File: src/design/xxh_pkg.sv
// xxh_pkg: shared types, constants and helpers of the xxh64 stream hash
// depends on nothing; used by xxh_ctrl, xxh_dpath, xxh64_stream_hash and the testbench
package xxh_pkg;

    localparam logic [63:0] P1 = 64'h9E3779B185EBCA87;
    localparam logic [63:0] P2 = 64'hC2B2AE3D27D4EB4F;
    localparam logic [63:0] P3 = 64'h165667B19E3779F9;
    localparam logic [63:0] P4 = 64'h85EBCA77C2B2AE63;
    localparam logic [63:0] P5 = 64'h27D4EB2F165667C5;

    localparam logic [3:0] FULL_BYTES = 4'd8;

    typedef enum logic [4:0] {
        OP_NOP, OP_BUF_WR, OP_T_ACC, OP_T_BUF, OP_T_LO32, OP_T_BYTE, OP_MUL,
        OP_RND_ACC, OP_RND_ZERO, OP_ACC_WR, OP_HXOR, OP_XROT, OP_H_ADDK,
        OP_H_ZERO, OP_H_SEED, OP_H_ROTACC, OP_H_LEN, OP_AV_A, OP_AV_B, OP_AV_C,
        OP_EMIT
    } t_op;

    typedef enum logic [2:0] {
        K_ZERO, K_P1, K_P2, K_P3, K_P4, K_P5
    } t_ksel;

    typedef struct packed {
        t_op         op;
        t_ksel       ksel;
        logic [1:0]  ph;
        logic [1:0]  idx;
        logic [5:0]  rot;
    } t_cmd;

    typedef struct packed {
        logic [3:0] n;
        logic       last;
        logic [1:0] fill;
        logic       len_ge32;
        logic       out_busy;
    } t_stat;

    function automatic logic [63:0] kval(input t_ksel k);
        logic [63:0] v;
        case (k)
            K_P1:    v = P1;
            K_P2:    v = P2;
            K_P3:    v = P3;
            K_P4:    v = P4;
            K_P5:    v = P5;
            default: v = 64'd0;
        endcase
        return v;
    endfunction

    function automatic logic [63:0] rotl64(input logic [63:0] x, input logic [5:0] r);
        logic [127:0] d;
        d = {x, x} << r;
        return d[127:64];
    endfunction

endpackage

File: src/design/xxh_ctrl.sv
// xxh_ctrl: sequencer that walks each word through the hash datapath
// depends on xxh_pkg
module xxh_ctrl
    import xxh_pkg::*;
(
    input  logic  i_clk,
    input  logic  i_rst_n,
    input  logic  i_in_accept,
    input  t_stat i_stat,
    output t_cmd  o_cmd,
    output logic  o_idle
);

    typedef enum logic [3:0] {
        S_IDLE, S_DISP, S_STRIPE, S_FIN, S_MSUM, S_MERGE, S_LEN, S_FOLD,
        S_TAIL, S_QUAD, S_BYTE, S_AVAL, S_EMIT
    } t_state;

    t_state     r_state, n_state;
    logic [3:0] r_step, n_step;
    logic [1:0] r_idx, n_idx;
    logic [2:0] r_rem, n_rem;

    assign o_idle = (r_state == S_IDLE);

    always_comb begin
        n_state = r_state;
        n_step  = r_step + 4'd1;
        n_idx   = r_idx;
        n_rem   = r_rem;
        o_cmd   = '{op: OP_NOP, ksel: K_ZERO, ph: 2'd0, idx: r_idx, rot: 6'd0};
        case (r_state)
            S_IDLE: begin
                n_step = 4'd0;
                if (i_in_accept) n_state = S_DISP;
            end
            S_DISP: begin
                n_step = 4'd0;
                n_idx  = 2'd0;
                n_rem  = (i_stat.last && i_stat.n != FULL_BYTES) ? i_stat.n[2:0] : 3'd0;
                if (i_stat.n == FULL_BYTES) begin
                    if (i_stat.fill != 2'd3) begin
                        o_cmd.op = OP_BUF_WR;
                        n_state  = i_stat.last ? S_FIN : S_IDLE;
                    end else begin
                        n_state = S_STRIPE;
                    end
                end else begin
                    n_state = S_FIN;
                end
            end
            S_STRIPE: begin
                case (r_step) inside
                    4'd0:         o_cmd.op = OP_T_BUF;
                    [4'd1:4'd3]: begin
                        o_cmd.op = OP_MUL; o_cmd.ksel = K_P2; o_cmd.ph = 2'(r_step - 4'd1);
                    end
                    4'd4:         o_cmd.op = OP_RND_ACC;
                    [4'd5:4'd7]: begin
                        o_cmd.op = OP_MUL; o_cmd.ksel = K_P1; o_cmd.ph = 2'(r_step - 4'd5);
                    end
                    default: begin
                        o_cmd.op = OP_ACC_WR;
                        n_step   = 4'd0;
                        if (r_idx == 2'd3) n_state = i_stat.last ? S_FIN : S_IDLE;
                        else n_idx = r_idx + 2'd1;
                    end
                endcase
            end
            S_FIN: begin
                n_idx  = 2'd0;
                n_step = 4'd0;
                if (i_stat.len_ge32) begin
                    o_cmd.op = OP_H_ZERO;
                    n_state  = S_MSUM;
                end else begin
                    o_cmd.op = OP_H_SEED;
                    n_state  = S_LEN;
                end
            end
            S_MSUM: begin
                o_cmd.op = OP_H_ROTACC;
                case (r_idx)
                    2'd0:    o_cmd.rot = 6'd1;
                    2'd1:    o_cmd.rot = 6'd7;
                    2'd2:    o_cmd.rot = 6'd12;
                    default: o_cmd.rot = 6'd18;
                endcase
                n_step = 4'd0;
                if (r_idx == 2'd3) begin
                    n_idx   = 2'd0;
                    n_state = S_MERGE;
                end else begin
                    n_idx = r_idx + 2'd1;
                end
            end
            S_MERGE, S_FOLD: begin
                case (r_step) inside
                    4'd0: o_cmd.op = (r_state == S_MERGE) ? OP_T_ACC : OP_T_BUF;
                    [4'd1:4'd3]: begin
                        o_cmd.op = OP_MUL; o_cmd.ksel = K_P2; o_cmd.ph = 2'(r_step - 4'd1);
                    end
                    4'd4: o_cmd.op = OP_RND_ZERO;
                    [4'd5:4'd7]: begin
                        o_cmd.op = OP_MUL; o_cmd.ksel = K_P1; o_cmd.ph = 2'(r_step - 4'd5);
                    end
                    4'd8: begin
                        // merge xors plain, folding rotates the xor of hash and mixed value
                        o_cmd.op  = (r_state == S_MERGE) ? OP_HXOR : OP_XROT;
                        o_cmd.rot = 6'd27;
                    end
                    [4'd9:4'd11]: begin
                        o_cmd.op = OP_MUL; o_cmd.ksel = K_P1; o_cmd.ph = 2'(r_step - 4'd9);
                    end
                    default: begin
                        o_cmd.op   = OP_H_ADDK;
                        o_cmd.ksel = K_P4;
                        n_step     = 4'd0;
                        if (r_state == S_MERGE) begin
                            if (r_idx == 2'd3) n_state = S_LEN;
                            else n_idx = r_idx + 2'd1;
                        end else begin
                            if (r_idx == i_stat.fill - 2'd1) n_state = S_TAIL;
                            else n_idx = r_idx + 2'd1;
                        end
                    end
                endcase
            end
            S_LEN: begin
                o_cmd.op = OP_H_LEN;
                n_step   = 4'd0;
                n_idx    = 2'd0;
                n_state  = (i_stat.fill != 2'd0) ? S_FOLD : S_TAIL;
            end
            S_TAIL: begin
                n_step = 4'd0;
                if (r_rem >= 3'd4) n_state = S_QUAD;
                else if (r_rem != 3'd0) n_state = S_BYTE;
                else n_state = S_AVAL;
            end
            S_QUAD, S_BYTE: begin
                case (r_step) inside
                    4'd0: o_cmd.op = (r_state == S_QUAD) ? OP_T_LO32 : OP_T_BYTE;
                    [4'd1:4'd3]: begin
                        o_cmd.op   = OP_MUL;
                        o_cmd.ksel = (r_state == S_QUAD) ? K_P1 : K_P5;
                        o_cmd.ph   = 2'(r_step - 4'd1);
                    end
                    4'd4: begin
                        o_cmd.op  = OP_XROT;
                        o_cmd.rot = (r_state == S_QUAD) ? 6'd23 : 6'd11;
                    end
                    [4'd5:4'd7]: begin
                        o_cmd.op   = OP_MUL;
                        o_cmd.ksel = (r_state == S_QUAD) ? K_P2 : K_P1;
                        o_cmd.ph   = 2'(r_step - 4'd5);
                    end
                    default: begin
                        o_cmd.op   = OP_H_ADDK;
                        o_cmd.ksel = (r_state == S_QUAD) ? K_P3 : K_ZERO;
                        n_rem      = (r_state == S_QUAD) ? r_rem - 3'd4 : r_rem - 3'd1;
                        n_state    = S_TAIL;
                    end
                endcase
            end
            S_AVAL: begin
                case (r_step) inside
                    4'd0: o_cmd.op = OP_AV_A;
                    [4'd1:4'd3]: begin
                        o_cmd.op = OP_MUL; o_cmd.ksel = K_P2; o_cmd.ph = 2'(r_step - 4'd1);
                    end
                    4'd4: o_cmd.op = OP_AV_B;
                    [4'd5:4'd7]: begin
                        o_cmd.op = OP_MUL; o_cmd.ksel = K_P3; o_cmd.ph = 2'(r_step - 4'd5);
                    end
                    default: begin
                        o_cmd.op = OP_AV_C;
                        n_state  = S_EMIT;
                    end
                endcase
            end
            S_EMIT: begin
                if (!i_stat.out_busy) begin
                    o_cmd.op = OP_EMIT;
                    n_state  = S_IDLE;
                end
            end
            default: n_state = S_IDLE;
        endcase
    end

    always_ff @(posedge i_clk) begin
        if (!i_rst_n) begin
            r_state <= S_IDLE;
            r_step  <= 4'd0;
            r_idx   <= 2'd0;
            r_rem   <= 3'd0;
        end else begin
            r_state <= n_state;
            r_step  <= n_step;
            r_idx   <= n_idx;
            r_rem   <= n_rem;
        end
    end

endmodule

File: config.mk
export PLATFORM = sky130hd
export DESIGN_NAME = xxh_ctrl
export DESIGN_NICKNAME = d
export VERILOG_FILES = /design/src/design/xxh_pkg.sv /design/src/design/xxh_ctrl.sv
export SDC_FILE = /design/constraint.sdc
export NUM_CORES = 1
export LEC_CHECK = 0
export ABC_AREA = 1
export BUFFER_PORTS_ARGS = -buffer_cell sky130_fd_sc_hd__buf_2
export CORE_ASPECT_RATIO = 0.9
export CORE_MARGIN = 2
export CORE_UTILIZATION = 35
export CTS_CLUSTER_SIZE = 8
export DETAILED_ROUTE_END_ITERATION = 8
export PLACE_DENSITY_LB_ADDON = 0.1
export SLEW_MARGIN = 20
export SYNTH_ARGS = -nofsm -noshare
export SYNTH_HDL_FRONTEND = slang
export SYNTH_SLANG_ARGS = --single-unit
File: constraint.sdc
create_clock -name i_clk -period 5.3 [get_ports i_clk]
set_clock_uncertainty 0.2 [all_clocks]
set_input_delay 1.325 -clock i_clk [delete_from_list [all_inputs] [get_ports i_clk]]
set_output_delay 1.325 -clock i_clk [all_outputs]
set_load 0.02 [all_outputs]
==> results.sh, run 1 <==
export IMPL_numCtsBuffers=3
export IMPL_syn_area_um2=1650
export IMPL_initial_standard_cell_utilization_of_the_core_pct=36.7
export IMPL_worst_ir_drop_vdd_uv=165
export IMPL_clock_insertion_delay_worst_skew_ns=0.25
export IMPL_drt_first_pass_iters=5
export IMPL_p_int_mw=0.336
export IMPL_layout_area_seq_um2=260
export IMPL_finalNetCount=351
export IMPL_cts_tree="yes"
export IMPL_timing_critical_path_to_type="primary output"
export IMPL_n_fill_cell=558
export IMPL_rsz0062_at_grt="no"
export IMPL_post_dp_hpwl_mm=4.17
export IMPL_placed_cells=384
export IMPL_route_vias_total=2028
export IMPL_yosys_cell_types_count=33
export IMPL_globalRoute_totalOverflow=0
export IMPL_area_used_by_multi_input_combinational_logic_um2=1190
export IMPL_synth_ff_latch_count=13
export IMPL_timing_hold_worst_endpoint="r_rem[1]"
export IMPL_die_h_um=69.1
export IMPL_vias_in_the_first_global_route=1876
export IMPL_crit_path_start_kind="primary input"
export IMPL_finalCriticalPeriod_ns=3.83
export IMPL_die_w_um=76.3
export IMPL_post_synth_fa_ha_maj_area_fraction_pct=9.12
export IMPL_finalCritPeriodShare_pct=72.2
export IMPL_cts_sinks=13
export IMPL_antennaDiodeCount=0
export IMPL_switching_share_pct=56.0
export IMPL_grt_start_max_net_pins=10
export IMPL_worstSetupPathType="primary input to primary output"
export IMPL_flow_area_growth_from_synthesis_pct=15.1
export IMPL_launch_instance_of_the_worst_register_to_register_path="r_state[3]"
export IMPL_fin_setup_tns_ns=0
export IMPL_leakagePower_nw=1.04
export IMPL_final_total_power_mw=0.763
export IMPL_synth_compound_gate_area_share_pct=19.5
export IMPL_outcome="finished clean"
export IMPL_hold_path_class="register to register"
export IMPL_sequentialPowerShare_pct=20.9
export IMPL_finalNonFillerCells=388
export IMPL_critical_path_reg2reg_endpoint="r_rem[2]"
export IMPL_drt_iter0_drc=199
export IMPL_reg2reg_slack_ns=3.12
export IMPL_clkTransAtPathRegs_ns=0.05
export IMPL_pwr_density_cell_nw_per_um2=403
export IMPL_r2r_cells=9
export IMPL_synth_top_area_cell="sky130_fd_sc_hd__nand2_1"
export IMPL_synth_simple_gate_area_share_pct=42.8
export IMPL_report_final_setup_viol=0
export IMPL_grt_antenna_before_repair=0
export IMPL_buffer_ports_inserted=29
export IMPL_largest_cells_by_area_after_synthesis="sky130_fd_sc_hd__nand2_1, sky130_fd_sc_hd__dfxtp_1, sky130_fd_sc_hd__inv_1, sky130_fd_sc_hd__ha_1, sky130_fd_sc_hd__nor2_1"
export IMPL_route_antenna_remaining_nets=0
export IMPL_clock_power_share_pct=11.9
export IMPL_synth_net_count=320
export IMPL_layout_cells_most_common_list="sky130_fd_sc_hd__nand2_1, sky130_fd_sc_hd__inv_1, sky130_fd_sc_hd__nor2_1"
export IMPL_layout_commonest_cell="sky130_fd_sc_hd__nand2_1"
export IMPL_min_path_cells=2
export IMPL_ctsLongestPathBuffers=2
export IMPL_num_rows=23
export IMPL_cts_root_buf="sky130_fd_sc_hd__clkbuf_8"
export IMPL_yosys_area_top_type_share_pct=17.6
export IMPL_worst_endpoint_required_ns=3.77
export IMPL_share_comb_of_total_power_pct=67.2
export IMPL_routed_wl_mm=5.13
export IMPL_synth_avg_cell_area_um2=5.56
export IMPL_clock_tree_htree_level_count=1
export IMPL_grt_pass1_wl_mm=8.93
export IMPL_via_per_inst=5.23
export IMPL_switching_power_mw=0.427
export IMPL_synth_xor_area_share_pct=0.532
export IMPL_post_cts_repair_resize_count=0
export IMPL_grt_util_all_layers_pct=20.5
export IMPL_drv_slew=0
export IMPL_post_synth_inst_count=296
export IMPL_ys_warnings_count=0
export IMPL_floorplan_die_area_um2=5270
export IMPL_post_cts_hold_buffer_count=0
export IMPL_io_pin_count=31
export IMPL_finalWeightedCongestion=0.873
export IMPL_critical_path_arrival_ns=2.30
export IMPL_synthMuxAreaShare_pct=0
export IMPL_floorplan_core_area_um2=4490
export IMPL_synth_top_family_by_area="simple AND/OR/NAND/NOR gates"
export IMPL_drc=0
export IMPL_avgRoutedWirePerCell_um=13.2
export IMPL_peak_freq_ghz=0.261
export IMPL_synth_sequential_area_ratio_pct=15.8
export IMPL_final_layout_size_suffix_gt1_share_pct=14.7
export IMPL_min_from="r_rem[1]"
export IMPL_post_cts_setup_bufs=0
export IMPL_crit_path_max_fanout=3
export IMPL_max_cap_viol_count=0
export IMPL_hold_viol=0
power groups by stage:
stage / clock, mW / combinational (mW) / sequential (mW)
after floorplan: 0 / 0.374 / 0.158
after global placement: 0 / 0.508 / 0.162
after detailed placement: 0 / 0.505 / 0.161
after CTS: 0.0955 / 0.508 / 0.159
after global routing: 0.0991 / 0.590 / 0.163
final: 0.0912 / 0.513 / 0.159
through the flow:
| stage | hold slack, ns | area [um2] | utilization [%] | setup WS [ns] |
|---|---|---|---|---|
| 6_report | 0.316 | 1900 | 42.2 | 1.47 |
| 5_1_grt | 0.336 | 1900 | 42.2 | 1.37 |
| 4_1_cts | 0.323 | 1900 | 42.2 | 1.48 |
| 3_5_place_dp | 0.314 | 1850 | 41.2 | 1.48 |
| 3_3_place_gp | 0.307 | 1850 | 41.2 | 1.49 |
| 2_1_floorplan | 0.267 | 1650 | - | 1.77 |
layout make-up:
type | instances | share of cell area (%)
Multi-Input combinational cell | 232 | 62.6
Sequential cell | 13 | 13.7
Inverter | 48 | 9.50
Timing Repair Buffer | 29 | 7.66
Tap cell | 62 | 4.09
Clock buffer | 4 | 2.38
registers in the layout, summed over array words and instances, names as in the netlist:
name     cells
r_step       4
r_rem        3
r_state      4
r_idx        2
synth_stat cells:
master	n
sky130_fd_sc_hd__nand3b_1	1
sky130_fd_sc_hd__nor3b_1	1
sky130_fd_sc_hd__a21oi_2	1
sky130_fd_sc_hd__inv_1	41
sky130_fd_sc_hd__clkbuf_1	1
sky130_fd_sc_hd__o221ai_1	1
sky130_fd_sc_hd__buf_4	2
sky130_fd_sc_hd__o211ai_1	2
sky130_fd_sc_hd__inv_2	5
sky130_fd_sc_hd__a22oi_1	2
sky130_fd_sc_hd__o21ai_1	10
sky130_fd_sc_hd__nand2_1	77
sky130_fd_sc_hd__o22ai_1	2
sky130_fd_sc_hd__nor2_2	6
sky130_fd_sc_hd__a21oi_1	17
sky130_fd_sc_hd__nand4_1	5
sky130_fd_sc_hd__nor2_1	39
sky130_fd_sc_hd__ha_1	12
sky130_fd_sc_hd__nand2_2	1
sky130_fd_sc_hd__nor2_4	3
sky130_fd_sc_hd__nor3_1	1
sky130_fd_sc_hd__conb_1	1
sky130_fd_sc_hd__clkinv_1	2
sky130_fd_sc_hd__dfxtp_1	13
sky130_fd_sc_hd__or3b_1	1
sky130_fd_sc_hd__a21boi_0	1
sky130_fd_sc_hd__nand3_1	25
sky130_fd_sc_hd__o2111ai_1	2
sky130_fd_sc_hd__a31oi_1	1
sky130_fd_sc_hd__xor2_1	1
sky130_fd_sc_hd__and2_1	1
sky130_fd_sc_hd__o311ai_0	1
sky130_fd_sc_hd__o21ai_0	17
worst max-delay path: stages:
cell and delay, ns:
sky130_fd_sc_hd__buf_2 0.11, sky130_fd_sc_hd__ha_1 0.22, sky130_fd_sc_hd__inv_1 0.08, sky130_fd_sc_hd__nand4_1 0.14
sky130_fd_sc_hd__o21ai_0 0.11, sky130_fd_sc_hd__nor3_1 0.06, sky130_fd_sc_hd__o21ai_0 0.08, sky130_fd_sc_hd__buf_2 0.18
per-layer routing:
metal	global-route usage (%)	vias to the layer above	wire, um
li1	-	1022	-
met1	31.6	908	2630
met2	28.6	90	2040
met3	3.14	8	396
met4	6.46	0	65
met5	0	-	0
cells by family (layout without fill, tap and decap cells):
| group | Yosys count | in the layout |
|---|---|---|
| xor+xnor | 1 | 1 |
| buf+inv | 51 | 81 |
| flops | 13 | 13 |
| other cells | 1 | 1 |
| fa+ha+maj | 12 | 12 |
| simple gates | 161 | 161 |
| compound gates | 57 | 57 |
how the worst max path moves through the flow:
stage | startpoint | end | slack [ns] | depth (start not counted)
after global placement | i_stat[2] | o_cmd[13] | 1.49 | 8
after floorplan | i_stat[2] | o_cmd[13] | 1.77 | 6
after global routing | i_stat[2] | o_cmd[13] | 1.37 | 8
final | i_stat[2] | o_cmd[13] | 1.47 | 8
after detailed placement | i_stat[2] | o_cmd[13] | 1.48 | 8
after CTS | i_stat[2] | o_cmd[13] | 1.48 | 8
Note: power is estimated with default switching activity, not from simulation.
==> inputs of run 2 (changes only) <==
==> constraint.sdc (replaced) <==
create_clock -name i_clk -period 3.4 [get_ports i_clk]
set_clock_uncertainty 0.2 [all_clocks]
set_input_delay 0.85 -clock i_clk [delete_from_list [all_inputs] [get_ports i_clk]]
set_output_delay 0.85 -clock i_clk [all_outputs]
set_load 0.02 [all_outputs]
==> results.sh, run 2 (synthesis gave the netlist of run 1 again) <==
export IMPL_layout_top_registers="r_state x4, r_step x4, r_rem x3"
export IMPL_ctsLongestPathBuffers=2
export IMPL_fin_setup_tns_ns=0
export IMPL_n_fill_cell=532
export IMPL_avgRoutedWirePerCell_um=13.5
export IMPL_antennaDiodeCount=0
export IMPL_drc=0
export IMPL_grt_antenna_before_repair=0
export IMPL_finalNonFillerCells=388
export IMPL_cts_sinks=13
export IMPL_critical_path_max_stage_delay_ns=0.46
export IMPL_die_w_um=76.3
export IMPL_final_layout_size_suffix_gt1_share_pct=14.7
export IMPL_finish_instance_area_um2=1900
export IMPL_die_h_um=69.1
export IMPL_drv_slew=0
export IMPL_post_cts_hold_buffer_count=0
export IMPL_placed_cells=384
export IMPL_worst_ir_drop_vdd_uv=239
export IMPL_vias_in_the_first_global_route=1744
export IMPL_peak_freq_ghz=0.320
export IMPL_route_vias_total=2007
export IMPL_crit_path_max_fanout=7
export IMPL_post_cts_setup_bufs=0
export IMPL_route_antenna_remaining_nets=0
export IMPL_crit_path_start_kind="register"
export IMPL_crit_path_cell_trace="inv_1, ha_1, inv_1, nand2_1, inv_1, o22ai_1, nor3_1, o21ai_0, buf_2"
export IMPL_max_cap_viol_count=0
export IMPL_finalWeightedCongestion=0.945
export IMPL_worstSetupPathType="register to primary output"
export IMPL_routed_wl_mm=5.24
export IMPL_initial_standard_cell_utilization_of_the_core_pct=36.7
export IMPL_floorplan_core_area_um2=4490
export IMPL_via_per_inst=5.17
export IMPL_layout_cells_most_common_list="sky130_fd_sc_hd__nand2_1, sky130_fd_sc_hd__inv_1, sky130_fd_sc_hd__nor2_1"
export IMPL_timing_critical_path_to_type="primary output"
export IMPL_critical_path_arrival_ns=2.08
export IMPL_crit_path_top_delay_cell="sky130_fd_sc_hd__dfxtp_1"
export IMPL_flow_area_growth_from_synthesis_pct=15.1
export IMPL_layout_commonest_cell="sky130_fd_sc_hd__nand2_1"
export IMPL_hold_path_class="register to register"
export IMPL_pwr_density_cell_nw_per_um2=635
export IMPL_post_dp_hpwl_mm=4.19
export IMPL_floorplan_die_area_um2=5270
export IMPL_finalCoreUtilization_pct=42.2
export IMPL_num_rows=23
export IMPL_drt_first_pass_iters=5
export IMPL_finalNetCount=351
export IMPL_outcome="finished clean"
export IMPL_report_final_setup_viol=0
export IMPL_worst_endpoint_required_ns=2.35
export IMPL_clock_insertion_delay_worst_skew_ns=0.25
export IMPL_area_post_placement_um2=1850
export IMPL_timing_critical_path_mode_cell="sky130_fd_sc_hd__inv_1"
export IMPL_finalCriticalPeriod_ns=3.13
export IMPL_numCtsBuffers=3
export IMPL_buffer_ports_inserted=29
export IMPL_hold_viol=0
export IMPL_rsz0062_at_grt="no"
export IMPL_cts_root_buf="sky130_fd_sc_hd__clkbuf_8"
export IMPL_post_cts_repair_resize_count=0
export IMPL_grt_start_max_net_pins=10
export IMPL_drt_iter0_drc=446
export IMPL_clkTransAtPathRegs_ns=0.06
export IMPL_cts_tree="yes"
export IMPL_grt_util_all_layers_pct=19.7
export IMPL_leakagePower_nw=1.04
export IMPL_grt_pass1_wl_mm=8.64
export IMPL_io_pin_count=31
export IMPL_globalRoute_totalOverflow=0
export IMPL_clock_tree_htree_level_count=1
export IMPL_finalCritPeriodShare_pct=92.0
export IMPL_final_total_power_mw=1.20
-- run 2: critical path: cells and delay by family (launching register included) --
| kind | cells | cell delay, ns |
|---|---|---|
| buffers and inverters | 4 | 0.59 |
| flip-flops | 1 | 0.46 |
| AND/OR/NAND/NOR | 2 | 0.30 |
| adder cells (fa/ha/maj) | 1 | 0.28 |
| AO/OA/AOI/OAI | 2 | 0.19 |
-- run 2: cell type report --
class                   count  area, um2  area share (%)
multi-input cells         232       1190            62.6
flip-flops and latches     13        260            13.7
inverters                  48        180            9.50
repair buffers             29        145            7.66
well taps                  62       77.6            4.09
clock buffers               4       45.0            2.38
-- run 2: report_power, final --
group          leakage, nW  switching [mW]  internal, mW  total (mW)
clock               0.0228          0.0601        0.0829       0.143
combinational        0.906           0.561         0.251       0.812
sequential           0.106          0.0581         0.190       0.248
total                 1.04           0.679         0.524        1.20
-- run 2: path summary, 6_finish.rpt --
check             start         to  slack (ns)  cells after the start
min           r_step[0]  r_step[0]        0.32                      1
max reg2reg  r_state[3]   r_rem[0]        1.37                      7
max           r_step[0]  o_cmd[13]        0.27                      9
min reg2reg   r_step[0]  r_step[0]        0.32                      1
-- run 2: through the flow --
| step | setup slack, ns | hold WS, ns |
|---|---|---|
| after global placement | 0.539 | 0.304 |
| after detailed placement | 0.546 | 0.314 |
| after global routing | 0.0648 | 0.359 |
| after floorplan | 0.536 | 0.267 |
| final | 0.274 | 0.323 |
| after CTS | 0.294 | 0.326 |
-- run 2: metal layers --
metal	global-route usage, %	vias to the layer above	share of wire (%)
li1	-	1022	-
met3	3.53	6	10
met1	30.9	880	50
met2	27.8	99	39
met5	0	-	0
met4	3.84	0	0.86
==> inputs of run 3 (changes only) <==
==> constraint.sdc (replaced) <==
create_clock -name i_clk -period 2.8 [get_ports i_clk]
set_clock_uncertainty 0.2 [all_clocks]
set_input_delay 0.7 -clock i_clk [delete_from_list [all_inputs] [get_ports i_clk]]
set_output_delay 0.7 -clock i_clk [all_outputs]
set_load 0.02 [all_outputs]
==> results.sh, run 3 (synthesis gave the netlist of run 1 again) <==
export IMPL_drv_slew=0
export IMPL_hold_path_class="register to register"
export IMPL_worstSetupPathType="register to primary output"
export IMPL_grt_pass1_wl_mm=8.48
export IMPL_timing_critical_path_mode_cell="sky130_fd_sc_hd__inv_1"
export IMPL_drt_first_pass_iters=4
export IMPL_post_dp_hpwl_mm=4.24
export IMPL_floorplan_core_area_um2=4490
export IMPL_crit_path_start_kind="register"
export IMPL_buffer_ports_inserted=29
export IMPL_post_cts_hold_buffer_count=0
export IMPL_route_antenna_remaining_nets=0
export IMPL_report_final_setup_viol=0
export IMPL_drc=0
export IMPL_vias_in_the_first_global_route=1736
export IMPL_die_w_um=76.3
export IMPL_crit_path_top_delay_cell="sky130_fd_sc_hd__dfxtp_2"
export IMPL_finalWeightedCongestion=0.961
export IMPL_grt_antenna_before_repair=0
export IMPL_timing_critical_path_max_delay_family="buffers and inverters"
export IMPL_cts_sinks=13
export IMPL_clkTransAtPathRegs_ns=0.06
export IMPL_peak_freq_ghz=0.379
export IMPL_critical_path_max_stage_delay_ns=0.36
export IMPL_outcome="finished clean"
export IMPL_hold_viol=0
export IMPL_post_cts_setup_bufs=0
export IMPL_layout_cells_most_common_list="sky130_fd_sc_hd__nand2_1, sky130_fd_sc_hd__inv_1, sky130_fd_sc_hd__nor2_1"
export IMPL_cts_tree="yes"
export IMPL_grt_util_all_layers_pct=19.7
export IMPL_antennaDiodeCount=0
export IMPL_io_pin_count=31
export IMPL_clock_tree_htree_level_count=1
export IMPL_flow_area_growth_from_synthesis_pct=21.2
export IMPL_max_cap_viol_count=0
export IMPL_crit_path_cell_trace="inv_1, ha_4, inv_4, nand2_1, inv_1, o22ai_1, nor3_1, o21ai_0, buf_2"
export IMPL_pwr_density_cell_nw_per_um2=750
export IMPL_worst_hold_slack_ns=0.319
export IMPL_via_per_inst=5.01
export IMPL_routed_wl_mm=5.19
export IMPL_area_used_by_multi_input_combinational_logic_um2=1240
export IMPL_initial_standard_cell_utilization_of_the_core_pct=36.7
export IMPL_rsz0062_at_grt="no"
export IMPL_fin_setup_tns_ns=0
export IMPL_final_layout_size_suffix_gt1_share_pct=20.5
export IMPL_floorplan_die_area_um2=5270
export IMPL_worst_endpoint_required_ns=1.90
export IMPL_numCtsBuffers=3
export IMPL_grt_start_max_net_pins=10
export IMPL_clock_insertion_delay_worst_skew_ns=0.24
export IMPL_critPathLaunch="r_step[1]"
export IMPL_n_fill_cell=531
export IMPL_launch_instance_of_the_worst_register_to_register_path="r_state[2]"
export IMPL_layout_commonest_cell="sky130_fd_sc_hd__nand2_1"
export IMPL_final_total_power_mw=1.50
export IMPL_layout_area_seq_um2=267
export IMPL_finalCritPeriodShare_pct=94.3
export IMPL_finalCriticalPeriod_ns=2.64
export IMPL_globalRoute_totalOverflow=0
export IMPL_critical_path_arrival_ns=1.74
export IMPL_leakagePower_nw=1.07
export IMPL_avgRoutedWirePerCell_um=13.2
export IMPL_reg2reg_slack_ns=1.01
export IMPL_finalCoreUtilization_pct=44.5
export IMPL_crit_path_max_fanout=7
export IMPL_worst_ir_drop_vdd_uv=292
export IMPL_cts_root_buf="sky130_fd_sc_hd__clkbuf_8"
export IMPL_route_vias_total=1969
export IMPL_timing_critical_path_to_type="primary output"
export IMPL_min_from="r_rem[1]"
export IMPL_finish_instance_area_um2=2000
export IMPL_ctsLongestPathBuffers=2
export IMPL_layout_top_registers="r_state x4, r_step x4, r_rem x3"
export IMPL_drt_iter0_drc=172
export IMPL_critical_path_buf_inv_count=4
export IMPL_num_rows=23
export IMPL_finalNetCount=356
export IMPL_die_h_um=69.1
export IMPL_area_post_placement_um2=1890
==> run 3: changes by cell type in the layout (fill, tap and decap cells not counted), sizes merged <==
cell | previous run | this run
buf | 29 | 34
==> run 3: routing by layer <==
layer / share of wire (%) / vias to the layer above / wire length, um / GRT usage [%]
li1: - / 1036 / - / -
met1: 52 / 862 / 2700 / 31.4
met2: 39 / 64 / 2040 / 26.0
met3: 7.4 / 7 / 382 / 3.27
met4: 1.2 / 0 / 61 / 6.67
met5: 0 / - / 0 / 0
==> run 3: layout make-up <==
type / instances / share of cell area (%)
multi-input cells: 232 / 62.2
flip-flops and latches: 13 / 13.4
repair buffers: 34 / 9.15
inverters: 48 / 9.15
well taps: 62 / 3.89
clock buffers: 4 / 2.26
==> run 3: repair_timing <==
| item | 4_1_cts | 5_1_grt |
|---|---|---|
| cloned | 0 | 0 |
| endpoints found under the hold margin | 0 | 0 |
| resized for setup | 3 | 19 |
| endpoints found under the setup margin | 5 | 13 |
| pin swaps | 0 | 0 |
==> run 3: worst min-delay path: stages, from the launching register on <==
cell and delay (ns):
sky130_fd_sc_hd__dfxtp_1 0.31, sky130_fd_sc_hd__o21ai_1 0.13, sky130_fd_sc_hd__a21oi_1 0.04
==> run 3: worst paths after layout <==
| kind | endpoint | cells after the start |
|---|---|---|
| worst max-delay path | o_cmd[13] | 9 |
| worst min-delay path | r_rem[1] | 2 |
| worst max register to register | r_idx[0] | 10 |
| worst min register to register | r_rem[1] | 2 |
==> run 3: power breakdown <==
| part | leakage, nW | total (mW) | internal, mW | switching (mW) |
|---|---|---|---|---|
| Combinational | 0.935 | 1.02 | 0.329 | 0.690 |
| Clock | 0.0228 | 0.172 | 0.101 | 0.0717 |
| Sequential | 0.108 | 0.306 | 0.235 | 0.0709 |
| Total | 1.07 | 1.50 | 0.665 | 0.832 |
==> run 3: stage by stage <==
| stage | instances | setup slack [ns] |
|---|---|---|
| finish | 393 | 0.159 |
| global route | 393 | 0.0288 |
| CTS | 393 | -0.000635 |
| detailed placement | 389 | 0.185 |
| global placement | 389 | 0.0974 |
| floorplan | 296 | 0.0859 |
